==> config.mk <==
export PLATFORM = sky130hd
export DESIGN_NAME = spi_div_stage
export DESIGN_NICKNAME = d
export VERILOG_FILES = /design/src/hdl/spi_pkg.sv /design/src/hdl/spi_div_stage.sv
export SDC_FILE = /design/constraint.sdc
export NUM_CORES = 2
export LEC_CHECK = 0
export BUFFER_PORTS_ARGS = -buffer_cell sky130_fd_sc_hd__buf_2
export CAP_MARGIN = 30
export CORE_AREA = 4 4 489 491
export DETAILED_ROUTE_END_ITERATION = 7
export DIE_AREA = 0 0 493 495
export MAX_ROUTING_LAYER = met4
export PLACE_DENSITY_LB_ADDON = 0.1
export SLEW_MARGIN = 20
export SYNTH_ARGS = -nofsm -noshare
export SYNTH_HDL_FRONTEND = slang
export SYNTH_SLANG_ARGS = --single-unit
==> constraint.sdc <==
create_clock -name clk -period 0.8 [get_ports clk]
set_clock_uncertainty 0.05 [all_clocks]
set_input_delay 0 -clock clk [delete_from_list [all_inputs] [get_ports clk]]
set_output_delay 0 -clock clk [all_outputs]
set_load 0.01 [all_outputs]
==> src/hdl/spi_pkg.sv <==
// Shared widths and the division pipeline payload type for the segment/plane intersection block.
package spi_pkg;

    // Coordinate format.
    localparam int COORD_W   = 32;
    localparam int FRAC_BITS = 16;
    localparam int TOL_W     = 31;

    // Derived arithmetic widths.
    localparam int DIFF_W = COORD_W + 1;       // end - start, plane - start
    localparam int UMAG_W = COORD_W;           // magnitude of a difference
    localparam int PROD_W = DIFF_W + COORD_W;  // one normal component times one difference
    localparam int SUM_W  = PROD_W + 2;        // sum of three products
    localparam int MAG_W  = SUM_W;             // magnitude of d or n
    localparam int REM_W  = MAG_W + 2;         // running remainder, below three times d
    localparam int LANES  = 3;

    // Payload carried through each step of the multiply-divide chain.
    typedef struct packed {
        logic                                miss;
        logic [LANES-1:0]                    uneg;
        logic [MAG_W-1:0]                    den;
        logic [MAG_W-1:0]                    num;
        logic [LANES-1:0][UMAG_W-1:0]        umag;
        logic [LANES-1:0][REM_W-1:0]         rem;
        logic [LANES-1:0][UMAG_W-1:0]        quo;
        logic [LANES-1:0][COORD_W-1:0]       p0;
    } div_beat_t;

endpackage

==> src/hdl/spi_div_stage.sv <==
// One step of the combined multiply-divide: takes one bit of |u| and yields one quotient digit.
module spi_div_stage (
    input  logic               clk,
    input  logic               rst_n,
    input  logic               adv,
    input  logic               in_valid,
    input  spi_pkg::div_beat_t in_beat,
    output logic               out_valid,
    output spi_pkg::div_beat_t out_beat
);
    import spi_pkg::*;

    logic      valid_reg;
    div_beat_t beat_reg, beat_next;

    always_ff @(posedge clk or negedge rst_n)
    begin
        if (!rst_n)
        begin
            valid_reg <= 1'b0;
        end
        else if (adv)
        begin
            valid_reg <= in_valid;
        end
    end

    always_ff @(posedge clk)
    begin
        if (adv)
        begin
            beat_reg <= beat_next;
        end
    end

    // Remainder stays below d, so 2r + n is below 3d and each digit is 0, 1 or 2.
    always_comb
    begin
        logic [REM_W-1:0] r2;
        logic [REM_W-1:0] one_d;
        logic [REM_W-1:0] two_d;
        beat_next = in_beat;
        one_d = REM_W'(in_beat.den);
        two_d = REM_W'({in_beat.den, 1'b0});
        for (int k = 0; k < LANES; k++)
        begin
            r2 = {in_beat.rem[k][REM_W-2:0], 1'b0}
               + (in_beat.umag[k][UMAG_W-1] ? REM_W'(in_beat.num) : REM_W'(0));
            beat_next.umag[k] = {in_beat.umag[k][UMAG_W-2:0], 1'b0};
            if (r2 >= two_d)
            begin
                beat_next.rem[k] = r2 - two_d;
                beat_next.quo[k] = {in_beat.quo[k][UMAG_W-2:0], 1'b0} + UMAG_W'(2);
            end
            else if (r2 >= one_d)
            begin
                beat_next.rem[k] = r2 - one_d;
                beat_next.quo[k] = {in_beat.quo[k][UMAG_W-2:0], 1'b0} + UMAG_W'(1);
            end
            else
            begin
                beat_next.rem[k] = r2;
                beat_next.quo[k] = {in_beat.quo[k][UMAG_W-2:0], 1'b0};
            end
        end
    end

    assign out_valid = valid_reg;
    assign out_beat  = beat_reg;

endmodule

# After elaboration in Yosys (flattened, before gate mapping)
# Cells that the tools add are included.
# Widths: inputs -> output; s select.
[word_totals]
ff_bits = 631
out_inout_bits = 634
word_cells = 53
[classes]
n_lt_le_gt_ge = 6
add_sub_neg = 15
muxes = 15
[op_table]
columns = ["operator", "n"]
rows = [
  ["$mux 69", 6],
  ["$add 69x67->69", 3],
  ["$ge 69x67->1", 3],
  ["$ge 69x68->1", 3],
  ["$sub 69x67->69", 3],
  ["$sub 69x68->69", 3],
  ["$mux 67", 3],
  ["$mux 32", 6],
  ["$add 32x1->32 const B", 3],
  ["$add 32x2->32 const B", 3],
]

# Longest topological paths before layout
[depth]
ltp_word = 5
mapped_depth = 32
ltp_nobuf = 27

# Worst setup path after synthesis
# Ideal clock, no wire load.
[synth_path]
path_kind = "input port to flip-flop"
from = "input in_beat[462] (netlist bit)"
to = "register beat_reg (netlist bit out_beat[297]) (data pin)"
cell_stages = 27
arrival_ns = 6.013
setup_time_ns = 0.274
n_path_buf = 4
required_ns = 0.476
path_slack_ns = -5.538
cell_sequence = "clkbuf_1 -> clkbuf_1 -> and2_1 -> ha_1 -> and4_1 -> or3b_1 -> a311o_1 -> a2111oi_4 -> o21bai_2 -> a2111oi_4 -> o21ai_1 -> nor2_1 -> nor2_1 -> xnor2_1 -> ha_1 -> and3_1 -> and2_1 -> a311oi_1 -> a21oi_1 -> or3_1 -> a21oi_1 -> a211oi_1 -> o21a_1 -> a211oi_2 -> clkbuf_1 -> clkbuf_1 -> a31oi_1"
[synth_rtl]
columns = ["item", "line", "text"]
rows = [
  ["start, declared", "spi_div_stage.sv:7", "input spi_pkg::div_beat_t in_beat,"],
  ["end signal, assigned", "spi_div_stage.sv:32", "beat_reg <= beat_next;"],
  ["end, declared", "spi_div_stage.sv:14", "div_beat_t beat_reg, beat_next;"],
]

==> run_results.csv <==
group,metric,value,unit
run_status,violations,"negative hold slack, negative setup slack",
setup_path,required,1210,ps
synth,synth.area.top_cells,"edfxtp_1 31%, ha_1 12%, a21oi_1 6.2%, xnor2_1 5.7%, a21o_1 4.0%",
placed_design,numPortBuffers,1261,
pwr,ir_worst_vdd,1640,µV
synth,synth_top_flop_cell,"edfxtp_1",
placed_design,gp_congestion,1.05,
sta,final-hold-violation-count,589,
floorplanning,dieArea,244000,µm²
setup_path,max_stage_delay,560,ps
clocking,cts.clk_slew.worst_paths,60,ps
global_route,grt_antenna_before_repair,85,
global_route,grt_max_degree,36,
pwr,p_per_area,2100,nW/µm²
setup_path,cp-end-kind,"flop",
layout,drive_gt1_share,47.1,%
placed_design,dp_hpwl,361000,µm
synth,avgSynthCellArea,8.67,µm²
detailed_routing,ant_nets,0,
setup_path,crit_arrival,6250,ps
layout,fillers,22800,
detailed_routing,dr.pass1.iters,5,
layout,final_cell_mix,"3288 x buf_4, 1234 x buf_2, 669 x dlygate4sd3_1",
clocking,clock_latency,760,ps
detailed_routing,viasPerCell,5.04,
floorplanning,rows,178,
setup_path,cp-start-kind,"input pin",
synth,ys_warn_count,0,
sta,worst_slack,-5040,ps
clocking,hold_buffers,669,
run_status,status,"finished with violations",
floorplanning,ios,1271,
clocking,cts_tree,"done",
layout,stdcell_area,117000,µm²
sta,tns,-1789560,ps
synth,yosys_register_bits,631,
floorplanning,die_h,495,µm
global_route,grt_pass1_wl,586000,µm
placed_design,placed_cell_area,98800,µm²
clocking,cts_buffers,83,
layout,nets,13700,
clocking,numClockSinks,631,
synth,ys_seq_area_share,30.7,%
clocking,root_buffer,"clkbuf_16",
layout,layout_commonest_cell,"buf_4",
worst_hold_path,min_path_type,"input pin to flop",
sta,max_slew_margin,46.8,%
synth,synth_edf_count,630,
setup_path,cpMostUsedCell,"buf_4",
sta,finalCritPeriodShare,730,%
clocking,htree_num_levels,3,
detailed_routing,wl_per_cell,27.2,µm
floorplanning,core-area,235000,µm²
setup_path,path_max_fanout,8,
sta,period_needed,5840,ps
clocking,cts_buffer_depth,3,
detailed_routing,wirelength,427000,µm
synth,yosysUniqueCellTypes,100,
synth,syn_area,61700,µm²
setup_path,critical_path_class,"input pin to flop",
synth,syn_inst,7123,
global_route,grt_pass1_vias,80600,
detailed_routing,drc,0,
pwr,power.leakage,54.4,nW
global_route,groute.usage.overall,34.5,%
sta,worst_pin_slew,788,ps
synth,ys_async_sr_fraction,0.158,%
detailed_routing,dr_total_vias,78900,
floorplanning,fp.dieW,493,µm
sta,rsz0062_at_grt,"yes",
synth,post-synth-top-area-fraction,30.6,%
sta,setup_violations,971,
sta,maxSlewViolCount,0,
detailed_routing,drt_iter0_drc,4857,
sta,fmax,171,MHz
layout,synthToLayoutAreaGrowth,88.8,%
sta,holdWs,-330,ps
flow_run,drv_cap,0,
setup_path,cp_slowest_cell,"a2111o_2",
global_route,grt_overflow,0,
synth,synth_area_leader_cell,"edfxtp_1",
floorplanning,start_util,26.3,%
-- per-layer routing --
metal	part of all wire [%]	wire length [µm]	up-vias	track usage, %
li1	-	-	37300	-
met1	38	162000	38200	37.3
met2	49	209000	2600	59.1
met3	4.7	19900	821	4.30
met4	8.4	35900	0	23.8
met5	0	0	-	-
-- cell usage after synthesis, types with 19 or more instances --
cell type,number
a21oi_1,771
edfxtp_1,630
ha_1,603
nand2_1,558
nor2_1,496
xnor2_1,402
o21ai_0,367
a21o_1,332
inv_1,248
and2_1,245
clkbuf_1,243
xor2_1,235
nand3_1,201
nand4_1,187
mux2i_1,126
nor3_1,109
a31oi_1,100
o21bai_1,94
a211oi_1,89
o21a_1,88
and3_1,85
nor2b_1,75
nand2b_1,74
o211ai_1,67
o21ai_1,53
buf_2,47
o31ai_1,40
nor4_1,38
and4_1,35
a21boi_0,31
or3_1,30
a221oi_1,28
a211o_1,22
or2_2,22
o221ai_1,20
a221o_1,19
a41oi_1,19
-- stage by stage --
step	std cells	hold WS [ps]	utilization (%)	worst slack (ps)	total power (W)
6_report	15700	-330	49.7	-5040	0.245
4_1_cts	15600	-359	49.0	-5100	0.242
5_1_grt	15700	-344	49.6	-5150	0.257
2_1_floorplan	7125	-346	-	-5110	0.108
3_5_place_dp	14600	-271	42.1	-6730	0.186
3_3_place_gp	14600	-275	42.1	-6740	0.186
-- path summary, 6_finish.rpt --
kind,slack (ps),depth (start not counted),from,endpoint
max in group asynchronous,30,4,rst_n,out_valid
min in group asynchronous,570,4,rst_n,out_valid
hold reg to reg,450,1,out_valid,out_valid
setup / recovery,-5040,29,in_beat[515],out_beat[293]
hold / removal,-330,2,adv,out_beat[56]
setup reg to reg,10,1,out_valid,out_valid
-- flip-flops by register name, summed over array words and instances, names as in the netlist --
signal	flops
out_beat	630
out_valid	1
-- layout make-up --
class                           instances  area (µm²)  share of cell area [%]
Sequential cell                       631       18900                    16.2
Multi-Input combinational cell       5924       46600                    39.9
Clock inverter                         55         752                   0.645
Inverter                              250         956                   0.820
Antenna cell                           53         133                   0.114
Timing Repair Buffer                 5511       43200                    37.0
Clock buffer                           96        2130                    1.82
Tap cell                             3150        3940                    3.38
-- critical path: cells and delay by family --
kind	cells	cell delay (ps)
AOI/OAI and AO/OA	14	3070
and+or+nand+nor	5	1050
xor gates and xnor gates	1	210
adders and majority gates	2	470
buffers and inverters	7	1420
-- report_power, final --
| part | total [W] | internal, W | switching, W | leakage, nW |
|---|---|---|---|---|
| clock network | 0.0400 | 0.0230 | 0.0170 | 1.37 |
| registers | 0.0465 | 0.0440 | 0.00253 | 6.18 |
| logic | 0.158 | 0.0761 | 0.0820 | 46.9 |
| total | 0.245 | 0.143 | 0.102 | 54.4 |
-- cells by family after synthesis --
family	synth area share, %
adders and majority gates	12.5
and+or+nand+nor	17.9
AOI/OAI and AO/OA	23.8
other	0.00607
xor gates and xnor gates	9.09
buffers and inverters	3.69
DFF	30.7
muxes	2.26
-- repair_timing --
action	4_1_cts	5_1_grt
endpoints found under the setup margin	934	974
resized for setup	917	267
pin swaps	292	127
setup buffers	190	30
hold endpoints to repair	1059	596
cloned	29	5
No activity file was read; power rests on OpenSTA's default activity.
